--- config.mk ---
export PLATFORM = sky130hd
export DESIGN_NAME = cprd_queue
export DESIGN_NICKNAME = d
export VERILOG_FILES = /design/src/hw/rtl/cprd_pkg.sv /design/src/hw/rtl/cprd_queue.sv
export SDC_FILE = /design/constraint.sdc
export NUM_CORES = 1
export LEC_CHECK = 0
export BUFFER_PORTS_ARGS = -buffer_cell sky130_fd_sc_hd__buf_4
export CAP_MARGIN = 5
export CORE_AREA = 2 2 88 90
export CTS_BUF_LIST = sky130_fd_sc_hd__clkbuf_8
export CTS_CLUSTER_DIAMETER = 60
export DETAILED_ROUTE_END_ITERATION = 8
export DIE_AREA = 0 0 90 92
export PLACE_DENSITY = 0.62
export SLEW_MARGIN = 15
export SYNTH_ARGS = -nofsm -noshare
export SYNTH_HDL_FRONTEND = slang
export SYNTH_SLANG_ARGS = --single-unit
--- constraint.sdc ---
create_clock -name clk -period 4.05 [get_ports clk]
set_input_delay 0.81 -clock clk [delete_from_list [all_inputs] [get_ports clk]]
set_output_delay 0.81 -clock clk [all_outputs]
set_load 0.05 [all_outputs]
--- src/hw/rtl/cprd_pkg.sv ---
// shared types and constants for the channel packet receive deframer
// no dependencies; imported by every module of the block except cprd_ram
package cprd_pkg;

	localparam int RING_BLOCKS = 32;
	localparam int BLOCK_BYTES = 128;
	localparam int PACKET_ROOM = 16;
	localparam int HDR_LEN     = 3;
	localparam int QUEUE_DEPTH = 4;

	localparam int BLK_W  = (RING_BLOCKS > 1) ? $clog2(RING_BLOCKS) : 1;
	localparam int OFF_W  = $clog2(BLOCK_BYTES);
	localparam int FILL_W = $clog2(BLOCK_BYTES - HDR_LEN + 1);
	localparam int ADDR_W = $clog2(RING_BLOCKS * BLOCK_BYTES);
	localparam int CMP_W  = $clog2(BLOCK_BYTES + PACKET_ROOM + HDR_LEN + 1) + 1;
	localparam int QPTR_W = $clog2(QUEUE_DEPTH);
	localparam int QCNT_W = $clog2(QUEUE_DEPTH + 1);

	// request kinds on the input channel
	localparam logic [1:0] KIND_WORD = 2'd0;
	localparam logic [1:0] KIND_EOB  = 2'd1;
	localparam logic [1:0] KIND_READ = 2'd2;

	localparam logic [15:0] NULL_MASK = 16'h80FF;
	localparam int          DATA_BIT  = 15;

	// work handed from the classifier to the executor
	typedef enum logic [2:0] {
		OP_PUT,
		OP_CLOSE,
		OP_CLOSE_NONEMPTY,
		OP_CLOSE_ROOM,
		OP_READ
	} op_code_t;

	typedef struct packed {
		op_code_t    code;
		logic [7:0]  value;
		logic [7:0]  chan;
	} op_t;

	typedef struct packed {
		logic [7:0] byte_val;
		logic       first;
		logic       last;
		logic       none;
	} res_t;

endpackage

--- src/hw/rtl/cprd_queue.sv ---
// short op queue between the classifier and the executor
// depends on cprd_pkg
module cprd_queue import cprd_pkg::*; (
	input  logic clk,
	input  logic arst_n,
	input  logic push,
	input  op_t  push_op,
	output logic full,
	input  logic pop,
	output logic head_valid,
	output op_t  head_op
);

	op_t               ent_q [QUEUE_DEPTH];
	logic [QPTR_W-1:0] wr_q, rd_q;
	logic [QCNT_W-1:0] cnt_q;
	logic              do_push, do_pop;

	assign full       = (cnt_q == QCNT_W'(QUEUE_DEPTH));
	assign head_valid = (cnt_q != '0);
	assign head_op    = ent_q[rd_q];
	assign do_push    = push && !full;
	assign do_pop     = pop && head_valid;

	always_ff @(posedge clk) begin
		if (do_push) begin
			ent_q[wr_q] <= push_op;
		end
	end

	always_ff @(posedge clk or negedge arst_n) begin
		if (!arst_n) begin
			wr_q  <= '0;
			rd_q  <= '0;
			cnt_q <= '0;
		end else begin
			if (do_push) begin
				wr_q <= (wr_q == QPTR_W'(QUEUE_DEPTH - 1)) ? '0 : wr_q + 1'b1;
			end
			if (do_pop) begin
				rd_q <= (rd_q == QPTR_W'(QUEUE_DEPTH - 1)) ? '0 : rd_q + 1'b1;
			end
			cnt_q <= cnt_q + QCNT_W'(do_push) - QCNT_W'(do_pop);
		end
	end

endmodule

; After elaboration in Yosys (flattened, before gate mapping)
; Memory sizes are Yosys's and may differ from the RTL's.
; Cells that the tools add are included.
[totals]
regBits = 7
mem_bits_rw = 76
in_bits = 23
out_inout_bits = 21
mem_count = 1
[memory_table]
columns = name, depth, width, read_ports, rd_ports_with_merged_regs, wr, line
row1 = ent_q, 4, 19, 1, 0, 1, cprd_queue.sv:14  ; op_t ent_q [QUEUE_DEPTH];
[op_classes]
addsub = 4
n_eq_ne = 3
muxes = 4
n_reduce_logical = 4
[op_table]
columns = operator, count
row1 = adder 2 x 1 -> 2 bit (second input constant), 2
row2 = equality test 2 bit (second input constant), 2
row3 = two-way mux 2 bit, 2
row4 = adder 3 x 1 -> 3 bit, 1
row5 = equality test 3 bit (second input constant), 1
row6 = nonzero test 3 bit, 1
row7 = subtractor 3 x 1 -> 3 bit, 1
row8 = logical AND 1 bit, 2
row9 = two-way mux 1 bit, 2
row10 = logical NOT 1 bit, 1

; Logic depth before layout (Yosys ltp)
[depth]
depth_word = 5
ltp_mapped = 9
ltp_nobuf = 9

; Worst setup path after synthesis
; OpenSTA, ideal clock, no wires.
[synth_timing]
path_type = reg-to-reg
startpoint = register cnt_q[1]
endpoint = register cnt_q[2]
t_arrival_ns = 2.324
setup_slack_ns = 1.595
stages_incl_launch_ff = 10
path_buffers = 0
path_cell_list = dfrtp_1 -> nor3b_4 -> nand2b_1 -> ha_1 -> inv_1 -> ha_1 -> inv_1 -> fa_1 -> xnor2_1 -> xnor2_1
[synth_between]
elab_chain_cells = 5
[synth_rtl]
columns = item, line
row1 = from (decl), cprd_queue.sv:16  ; logic [QCNT_W-1:0] cnt_q;
row2 = from (signal assigned), cprd_queue.sv:43  ; cnt_q <= cnt_q + QCNT_W'(do_push) - QCNT_W'(do_pop);
row3 = equality test 3 bit, cprd_queue.sv:19  ; assign full = (cnt_q == QCNT_W'(QUEUE_DEPTH));
row4 = net full, cprd_queue.sv:8  ; output logic full,
row5 = logical NOT 1 bit, cprd_queue.sv:22  ; assign do_push = push && !full;
row6 = logical AND 1 bit, cprd_queue.sv:22
row7 = adder 3 x 1 -> 3 bit, cprd_queue.sv:43
row8 = subtractor 3 x 1 -> 3 bit, cprd_queue.sv:43
; The timed path passes the listed nets, and every way through them passes these cells.
; A chain may end at the register's enable or synchronous reset.

==> run summary <==
status -> completed
FF+latch count, synth -> 83
H-tree levels -> 3
CTS Hold Buffers Added -> 0
FILL cells -> 611
switching pwr -> 1.20 mW
crit path max fanout -> 14
area fraction of the dominant cell type after synthesis -> 70.6%
CTS tree -> built
crit start category -> register
syn avg cell area -> 22.9 um2
max-slew violations -> 0
maxcap violations -> 0
I/O Pins -> 44
internal power -> 1.84 mW
GPL Wtd Cong -> 0.703
drt via density -> 4.97
crit path time final -> 2.91 ns
total grt overflow -> 0
Core Region -> 7450 um2
initial antenna violation count -> 0
fin area -> 3820 um2
number of remaining DRC errors -> 0
DP Wirelength -> 3.40 mm
first-pass GRT wire length -> 8.25 mm
slew margin rel. -> 32.1%
sw frac -> 39.4%
nets@finish -> 223
Mapped Cells -> 141
Distinct cells, synth -> 21
placed cell area -> 3660 um2
post-cts sizing count -> 0
Routed WL -> 5.27 mm
leading area contributor after synthesis -> edfxtp_1
multi-input logic area -> 722 um2
clock sink total -> 83
Clock power frac -> 16.0%
kind of end point of the critical path -> primary output
unrepaired setup endpoints after global routing -> false
metal3 WL -> 151 um
Reg power frac -> 42.3%
YS warnings -> 0
Starting Density -> 43.4%
vias in the first global route -> 1582
Cell Rows -> 32
routed len/inst -> 17.7 um
worst-margin pin slew -> 1.02 ns
period utilisation layout -> 71.8%
port buffer count -> 43
GR Util All Layers -> 13.5%
Routed Antenna Nets -> 0
setup repair bufs after CTS -> 0
Layout area overhead -> 18.1%
FMAX -> 344 MHz
Setup Crit Path Kind -> register to primary output
Die ar. -> 8280 um2
WP data arrival -> 2.10 ns
met1 WL -> 2.18 mm
Final TNS setup -> 0 ns
share of cells above drive strength 1 -> 40.8%
syn nets -> 172
via count -> 1482
Max clock buf depth -> 2
Reg2Reg Setup Slack -> 1.71 ns
leakage -> 1.36 nW
DRT iter0 DRCs -> 100
drt pass-1 iters -> 4
Inserted Clock Buffers -> 9
sequential cell area -> 2460 um2
Clock Skew -> 0.00942 ns
die extent in x -> 90 um
sequential area share after synthesis -> 76.0%
largest net degree at the start of global routing -> 22
Clock transition at path regs -> 0.07 ns
endpoints failing hold -> 0
mapped cell area -> 3230 um2
clock root cell -> clkbuf_8
Hold Path Class -> primary input to asynchronous set/reset pin
uppermost layer routed -> met4
worst-skew pair later-pin latency -> 0.34 ns
# setup viols final -> 0
maximum vdd ir drop -> 0.000352 V
Worst Path Required -> 3.24 ns
Combinational Power Share -> 41.7%
PD cells -> 794 nW/um2
met2 wire len -> 2.83 mm
Diodes inserted -> 0
ranking of synthesized cells by area -> edfxtp_1 (71%), mux4_2 (13%), dfrtp_1 (5.4%)
DIE HEIGHT -> 92 um
[kinds of logic (layout without fill, tap and decap cells)]
group	Yosys count	count (layout)	synth area share (%)
fa+ha+maj	8	8	3.33
flops	83	83	76.0
simple gates	14	14	3.68
mux	21	21	13.9
xor+xnor	2	2	0.542
buf+inv	10	65	1.66
compound gates	3	3	0.851
[metrics by stage]
stage	worst slack (ns)	hold slack [ns]	instances	total power, mW	utilization, %
after detailed placement	1.45	0.602	283	2.59	49.1
after global placement	1.49	0.562	283	2.55	49.1
final	1.14	0.277	298	3.03	51.3
after CTS	1.07	0.261	298	3.08	51.3
after global routing	0.983	0.262	298	3.17	51.3
after floorplan	1.60	0.514	141	2.24	-
[final timing paths]
kind,depth (start not counted),from,to
worst min-delay path,1,arst_n,cnt_q[0]
worst min register to register,2,wr_q[1],wr_q[1]
max in group asynchronous,1,arst_n,rd_q[1]
worst max-delay path,3,rd_q[0],head_op[7]
worst max register to register,9,cnt_q[1],cnt_q[2]
min in group clk,2,wr_q[1],wr_q[1]
[power by group through the flow]
stage / logic [mW] / clock network (mW) / registers (mW)
floorplan: 1.01 / 0 / 1.22
global placement: 1.26 / 0 / 1.29
detailed placement: 1.29 / 0 / 1.31
CTS: 1.29 / 0.498 / 1.29
global route: 1.34 / 0.528 / 1.31
finish: 1.26 / 0.485 / 1.28
[synth_stat cells (all sizes together)]
cell,number
xnor2,2
inv,6
edfxtp,76
nor2,1
or3,1
mux4,19
fa,1
or3b,1
mux2,2
ha,7
nand2,1
buf,3
nand4bb,2
and3b,4
nor3b,1
nand2b,3
o211ai,2
clkbuf,1
dfrtp,7
o31ai,1
[cell usage in the layout, fill, tap and decap left out, types with 2 or more instances in the layout]
cell | Yosys | layout
inv_1 | 6 | 7
clkbuf_8 | 0 | 9
buf_4 | 0 | 44
nand4bb_1 | 2 | 2
mux4_2 | 19 | 19
dfrtp_1 | 7 | 7
and3b_1 | 4 | 4
xnor2_1 | 2 | 2
nand2b_1 | 3 | 3
edfxtp_1 | 76 | 76
ha_1 | 7 | 7
clkinv_2 | 0 | 3
o211ai_1 | 2 | 2
mux2_1 | 2 | 2
[registers in the layout, summed over array words and instances, names as in the netlist]
signal  cells
ent_q      76
cnt_q       3
rd_q        2
wr_q        2
[critical path: stages, from the launching register on]
cell	delay [ns]
dfrtp_1	0.60
buf_4	0.38
mux4_2	0.57
buf_4	0.21
[area by class of cell]
| class | count | area share, % |
|---|---|---|
| flip-flops and latches | 83 | 64.4 |
| multi-input cells | 48 | 18.9 |
| repair buffers | 44 | 8.65 |
| well taps | 102 | 3.34 |
| clock buffers | 9 | 3.24 |
| clock inverters | 6 | 0.917 |
| inverters | 6 | 0.590 |
[metal layers]
layer	up-vias	track usage [%]
met5	-	0
met2	34	23.3
li1	678	-
met1	761	15.8
met4	0	7.31
met3	9	2.88
No activity file was read; power rests on OpenSTA's default activity.
