--- src/hw/rtl/cprd_pkg.sv ---
// shared types and constants for the channel packet receive deframer
// no dependencies; imported by every module of the block except cprd_ram
package cprd_pkg;

	localparam int RING_BLOCKS = 32;
	localparam int BLOCK_BYTES = 128;
	localparam int PACKET_ROOM = 16;
	localparam int HDR_LEN     = 3;
	localparam int QUEUE_DEPTH = 4;

	localparam int BLK_W  = (RING_BLOCKS > 1) ? $clog2(RING_BLOCKS) : 1;
	localparam int OFF_W  = $clog2(BLOCK_BYTES);
	localparam int FILL_W = $clog2(BLOCK_BYTES - HDR_LEN + 1);
	localparam int ADDR_W = $clog2(RING_BLOCKS * BLOCK_BYTES);
	localparam int CMP_W  = $clog2(BLOCK_BYTES + PACKET_ROOM + HDR_LEN + 1) + 1;
	localparam int QPTR_W = $clog2(QUEUE_DEPTH);
	localparam int QCNT_W = $clog2(QUEUE_DEPTH + 1);

	// request kinds on the input channel
	localparam logic [1:0] KIND_WORD = 2'd0;
	localparam logic [1:0] KIND_EOB  = 2'd1;
	localparam logic [1:0] KIND_READ = 2'd2;

	localparam logic [15:0] NULL_MASK = 16'h80FF;
	localparam int          DATA_BIT  = 15;

	// work handed from the classifier to the executor
	typedef enum logic [2:0] {
		OP_PUT,
		OP_CLOSE,
		OP_CLOSE_NONEMPTY,
		OP_CLOSE_ROOM,
		OP_READ
	} op_code_t;

	typedef struct packed {
		op_code_t    code;
		logic [7:0]  value;
		logic [7:0]  chan;
	} op_t;

	typedef struct packed {
		logic [7:0] byte_val;
		logic       first;
		logic       last;
		logic       none;
	} res_t;

endpackage

--- src/hw/rtl/cprd_front.sv ---
// front end: accepts requests, tracks packet parsing and channel, emits ops
// depends on cprd_pkg
module cprd_front import cprd_pkg::*; (
	input  logic        clk,
	input  logic        arst_n,
	input  logic        in_valid,
	output logic        in_ready,
	input  logic [1:0]  kind,
	input  logic [15:0] device_word,
	input  logic        q_full,
	output logic        push,
	output op_t         push_op
);

	typedef enum logic [1:0] {
		MODE_CHANNEL,
		MODE_PACKET,
		MODE_SKIP
	} mode_t;

	mode_t      mode_q, mode_d;
	logic [7:0] chan_q, chan_d;
	logic       accept;
	logic [7:0] lo;

	assign in_ready = !q_full;
	assign accept   = in_valid && in_ready;
	assign lo       = device_word[7:0];

	always_comb begin
		mode_d        = mode_q;
		chan_d        = chan_q;
		push          = 1'b0;
		push_op.code  = OP_PUT;
		push_op.value = lo;
		push_op.chan  = chan_q;
		if (accept) begin
			case (kind)
				KIND_WORD: begin
					if (mode_q == MODE_CHANNEL) begin
						if (lo == 8'd0) begin
							mode_d = MODE_SKIP;
						end else begin
							// channel change closes a block that holds data
							if (lo != chan_q) begin
								push          = 1'b1;
								push_op.code  = OP_CLOSE_NONEMPTY;
								push_op.value = 8'd0;
								chan_d        = lo;
							end
							mode_d = MODE_PACKET;
						end
					end else if ((device_word & NULL_MASK) == 16'd0) begin
						if (mode_q == MODE_PACKET) begin
							push          = 1'b1;
							push_op.code  = OP_CLOSE_ROOM;
							push_op.value = 8'd0;
						end
						mode_d = MODE_CHANNEL;
					end else if (mode_q == MODE_PACKET) begin
						push         = 1'b1;
						push_op.code = device_word[DATA_BIT] ? OP_PUT : OP_CLOSE;
					end
				end
				KIND_EOB: begin
					push          = 1'b1;
					push_op.code  = OP_CLOSE_NONEMPTY;
					push_op.value = 8'd0;
				end
				KIND_READ: begin
					push         = 1'b1;
					push_op.code = OP_READ;
				end
				default: begin
					push = 1'b0;
				end
			endcase
		end
	end

	always_ff @(posedge clk or negedge arst_n) begin
		if (!arst_n) begin
			mode_q <= MODE_CHANNEL;
			chan_q <= 8'd0;
		end else begin
			mode_q <= mode_d;
			chan_q <= chan_d;
		end
	end

endmodule

--- config.mk ---
export PLATFORM = sky130hd
export DESIGN_NAME = cprd_front
export DESIGN_NICKNAME = d
export VERILOG_FILES = /design/src/hw/rtl/cprd_pkg.sv /design/src/hw/rtl/cprd_front.sv
export SDC_FILE = /design/constraint.sdc
export NUM_CORES = 1
export LEC_CHECK = 0
export ABC_CLOCK_PERIOD_IN_PS = 3200
export BUFFER_PORTS_ARGS = -buffer_cell sky130_fd_sc_hd__buf_2
export CORE_UTILIZATION = 49
export CTS_BUF_LIST = sky130_fd_sc_hd__clkbuf_8
export CTS_CLUSTER_SIZE = 25
export DETAILED_ROUTE_END_ITERATION = 10
export PLACE_DENSITY_LB_ADDON = 0.12
export SLEW_MARGIN = 5
export SYNTH_ARGS = -nofsm -noshare
export SYNTH_HDL_FRONTEND = slang
export SYNTH_SLANG_ARGS = --single-unit
--- constraint.sdc ---
create_clock -name clk -period 3.2 [get_ports clk]
set_input_delay 0.32 -clock clk [delete_from_list [all_inputs] [get_ports clk]]
set_output_delay 0.32 -clock clk [all_outputs]
set_load 0.1 [all_outputs]
### Word-level counts from Yosys, hierarchy flattened

Index checks and enable logic that the tools add are counted.

| cells by class | value |
|---|---|
| equal/unequal tests | 4 |
| muxes and demuxes | 20 |
| bitwise gates (word level) | 1 |
| reductions and logical operators | 10 |

Operator list:

| cell | count |
|---|---|
| $mux W10 | 3 |
| $mux W11 | 2 |
| $logic_not A16 Y1 | 1 |
| $pmux W8 S2 | 1 |
| $pmux W3 S3 | 1 |
| $logic_not A8 Y1 | 1 |
| $mux W8 | 1 |
| $ne A8 B8 Y1 | 1 |
| $mux W1 | 7 |
| $mux W2 | 3 |
| $reduce_and A5 Y1 | 1 |
| $eq A2 B1 Y1 const B | 2 |
| $logic_not A2 Y1 | 2 |
| $mux W3 | 1 |
| $reduce_and A3 Y1 | 1 |
| $eq A2 B2 Y1 const B | 1 |
| $pmux W1 S2 | 1 |
| $reduce_bool A2 Y1 | 1 |
| $reduce_or A2 Y1 | 1 |
| $logic_and A1 B1 Y1 | 1 |
| $logic_not A1 Y1 | 1 |
| $not A1 Y1 | 1 |

| storage, ports and cells | value |
|---|---|
| register bits after elaboration | 10 |
| input bits | 22 |
| output and inout bits | 21 |
| logic and storage cells | 37 |

### Logic depth before layout (Yosys ltp)

| depth | value |
|---|---|
| word-level depth | 6 |
| mapped depth | 6 |
| gate-level depth less buffers | 6 |

### Least setup slack after synthesis

OpenSTA, ideal clock, no wires.

| path | value |
|---|---|
| path kind | reg2out |
| from | reg chan_q[0] |
| to | out push_op[10] (netlist name) |
| data arrival time | 3,864 ps |
| required time | 2,880 ps |
| slack | -984 ps |
| cell stages (with the launch flop) | 5 |
| path buffers | 0 |
| cell sequence | dfrtp_1 xnor2_1 nand4_2 o21a_1 nor3b_1 |

RTL lines:

| item | line | source |
|---|---|---|
| start: declaration | cprd_front.sv:22 | `logic [7:0] chan_q, chan_d;` |
| start signal: assignment | cprd_front.sv:87 | `chan_q <= chan_d;` |
| end: declaration | cprd_front.sv:12 | `output op_t push_op` |

==> qor.yml <==
placed_design:
  dp_cells: 125
  pre_cts_ws_ns: 0.588
  hpwl_um: 1320
  io_buffer_count: 35
  place_congestion: 0.770
power_and_ir_drop:
  power_mw: 0.499
  clockPowerShare_pct: 32.0
  p_int_mw: 0.284
  p_sw_share_pct: 43.1
  p_seq_share_pct: 28.2
  p_per_area_nw_per_um2: 474
  comb_power_share_pct: 39.8
  p_sw_mw: 0.215
  p_leak_nw: 0.510
  peakVddDrop_mv: 0.334
floorplan:
  die_h_um: 42.1
  die_w_um: 42.1
  ios: 43
  rows: 14
  coreArea_um2: 1510
  start_util_pct: 52.2
  dieArea_um2: 1770
cts:
  htree_levels: 1
  insertion_delay_ns: 0.24
  path_clk_slew_ns: 0.05
  numClockSinks: 10
  cts_setup_buffers: 0
  cts_tree: "built"
  cts_resized: 0
  cts_root_buffer: "clkbuf_8"
  cts_made_buffers: 3
  cts_max_path_buffers: 2
synthesis:
  synth.most_common_cell: "dfrtp_1"
  ys_warn_count: 0
  async_reset_ff_share_pct: 100
  syn_area_um2: 787
  yosysTopAreaCellShare_pct: 31.8
  synth_edf_count: 0
  syn_area_per_cell_um2: 10.6
  syn_nets: 100
  synth_flop_cell: "dfrtp_1"
  netlist-cell-type-count: 24
  yosysSeqAreaShare_pct: 31.8
  postSynthCellCount: 74
  synth_top_cell_by_area: "dfrtp_1"
  synth_seq_cells: 10
  yosys-top-cells-area: "dfrtp_1, mux2_2, xnor2_1"
  netlist_top_cells_count: "dfrtp_1, nor3b_1, mux2_2, xnor2_1, o21ai_0"
global_route:
  grt_max_degree: 11
  grt_overflow_total: 0
  grt_pass1_vias: 647
  track_usage_pct: 20.5
  grt_antenna_before_repair: 0
  grt_first_pass_wirelength_um: 2750
timing:
  skew_ns: 0.000813
  slew-limit-headroom_pct: 61.6
  final_max_slew_viol_count: 0
  tightest_slew_ns: 0.577
  hold_violations: 0
  fin_crit_sh_pct: 81.5
  finalWorstSetupSlack_ns: 0.591
  hold_slack_ns: 0.371
  rsz0062_at_grt: "false"
  finalSetupViolations: 0
  max_freq_mhz: 383
  layout_min_cycle_time_ns: 2.61
  finalSetupTns_ns: 0
setup_path:
  r2r_cells: 4
  critPathKind: "input port to primary output"
  path_cells: "buf_2 -> inv_1 -> ha_1 -> nor4bb_1 -> nand3_1 -> a21oi_1 -> nor3b_1 -> buf_2"
  end_kind: "primary output"
  reg2reg_slack_ns: 1.53
  regToRegEndpoint: "chan_q[5]"
  cp_num_buf_inv: 3
  slowest_delay_ns: 0.49
  timing.rr.start: "chan_q[3]"
  cp_slowest_cell: "a21oi_1"
  path_max_fanout: 8
  cp_data_required_time_ns: 2.88
  start_kind: "input port"
  arrival_ns: 2.29
  cp_top_family: "simple AND/OR/NAND/NOR gates"
  cpMostUsedCell: "buf_2"
route:
  drt-total-wl_um: 1610
  via_per_inst: 5.20
  drtPass1Iterations: 7
  ant_nets: 0
  drtIter0Drc: 6
  routedWlPerCell_um: 12.4
  drc: 1
  num_vias: 676
finish:
  multi_input_area_um2: 532
  nFillCells: 125
  nets: 141
  fin_cells: 130
  final-seq-area_um2: 250
  layout-area-overhead-vs-synth_pct: 33.9
  n_antenna_cell: 0
  drive_gt1_share_pct: 47.4
status:
  violations: "design-rule violations"
  status: "finished, violations left"
flow_run:
  maxCapViolations: 0
worst_hold_path:
  min_to: "mode_q[0]"
  whs_path_depth: 3
  worstHoldStart: "device_word[15]"
  holdCritPathClass: "input port to flop"
routing by layer:
metal / GRT usage, % / share of wire (%) / vias up
li1: - / - / 346
met1: 24.6 / 43 / 304
met2: 35.3 / 51 / 24
met3: 3.88 / 5.3 / 2
met4: 9.38 / 0.50 / 0
met5: 0 / 0 / -
power groups by stage:
stage	Clock [mW]	Sequential [mW]	Combinational, mW
after global routing	0.168	0.142	0.207
after detailed placement	0	0.143	0.198
after CTS	0.163	0.141	0.200
final	0.160	0.141	0.199
after global placement	0	0.143	0.197
after floorplan	0	0.199	0.102
flip-flops by register name (all words and copies together), names as in the netlist:
signal	count
chan_q	8
mode_q	2
through the flow:
step,util [%],instance area (µm²)
6_report,69.9,1050
5_1_grt,69.9,1050
4_1_cts,69.9,1050
2_1_floorplan,-,793
3_5_place_dp,65.6,988
3_3_place_gp,65.6,988
worst max path at each step:
stage          startpoint           to  slack [ns]  cells past startpoint
2_1_floorplan   chan_q[0]  push_op[10]       -0.98                      4
3_3_place_gp      kind[0]  push_op[11]        0.63                      8
3_5_place_dp      kind[0]  push_op[15]        0.59                      8
4_1_cts           kind[0]  push_op[12]        0.58                      8
5_1_grt           kind[0]  push_op[11]        0.29                      8
6_report          kind[0]  push_op[12]        0.59                      8
final cells by class:
class | count | area share (%)
Clock buffer | 4 | 5.23
Inverter | 3 | 1.07
Multi-Input combinational cell | 61 | 50.5
Sequential cell | 10 | 23.8
Tap cell | 16 | 1.90
Timing Repair Buffer | 36 | 17.6
kinds of logic after synthesis:
family,synth area share (%)
AND/OR/NAND/NOR,28.5
AO/OA/AOI/OAI,11.6
flip-flops,31.8
XOR/XNOR,8.90
multiplexers,11.4
adder cells (fa/ha/maj),6.36
buffers and inverters,1.43
layout by cell type (no fill, tap or decap), drive strengths merged, types with 3 or more instances in the layout:
cell,n
inv,3
dfrtp,10
mux2,8
ha,4
buf,35
nor3b,9
and2,4
xnor2,8
clkbuf,4
o21ai,5
a21oi,3
worst register-to-register path: stages, from the launching register on:
cell      delay (ns)
dfrtp_1         0.39
xnor2_1         0.21
nand4_2         0.20
o211ai_4        0.38
mux2_2          0.38
timing repair:
item / CTS / global route
endpoints found under the hold margin: 10 / 0
endpoints found under the setup margin: 0 / 0
hold buffers: 1 / 0
(Power assumes the default switching activity.)
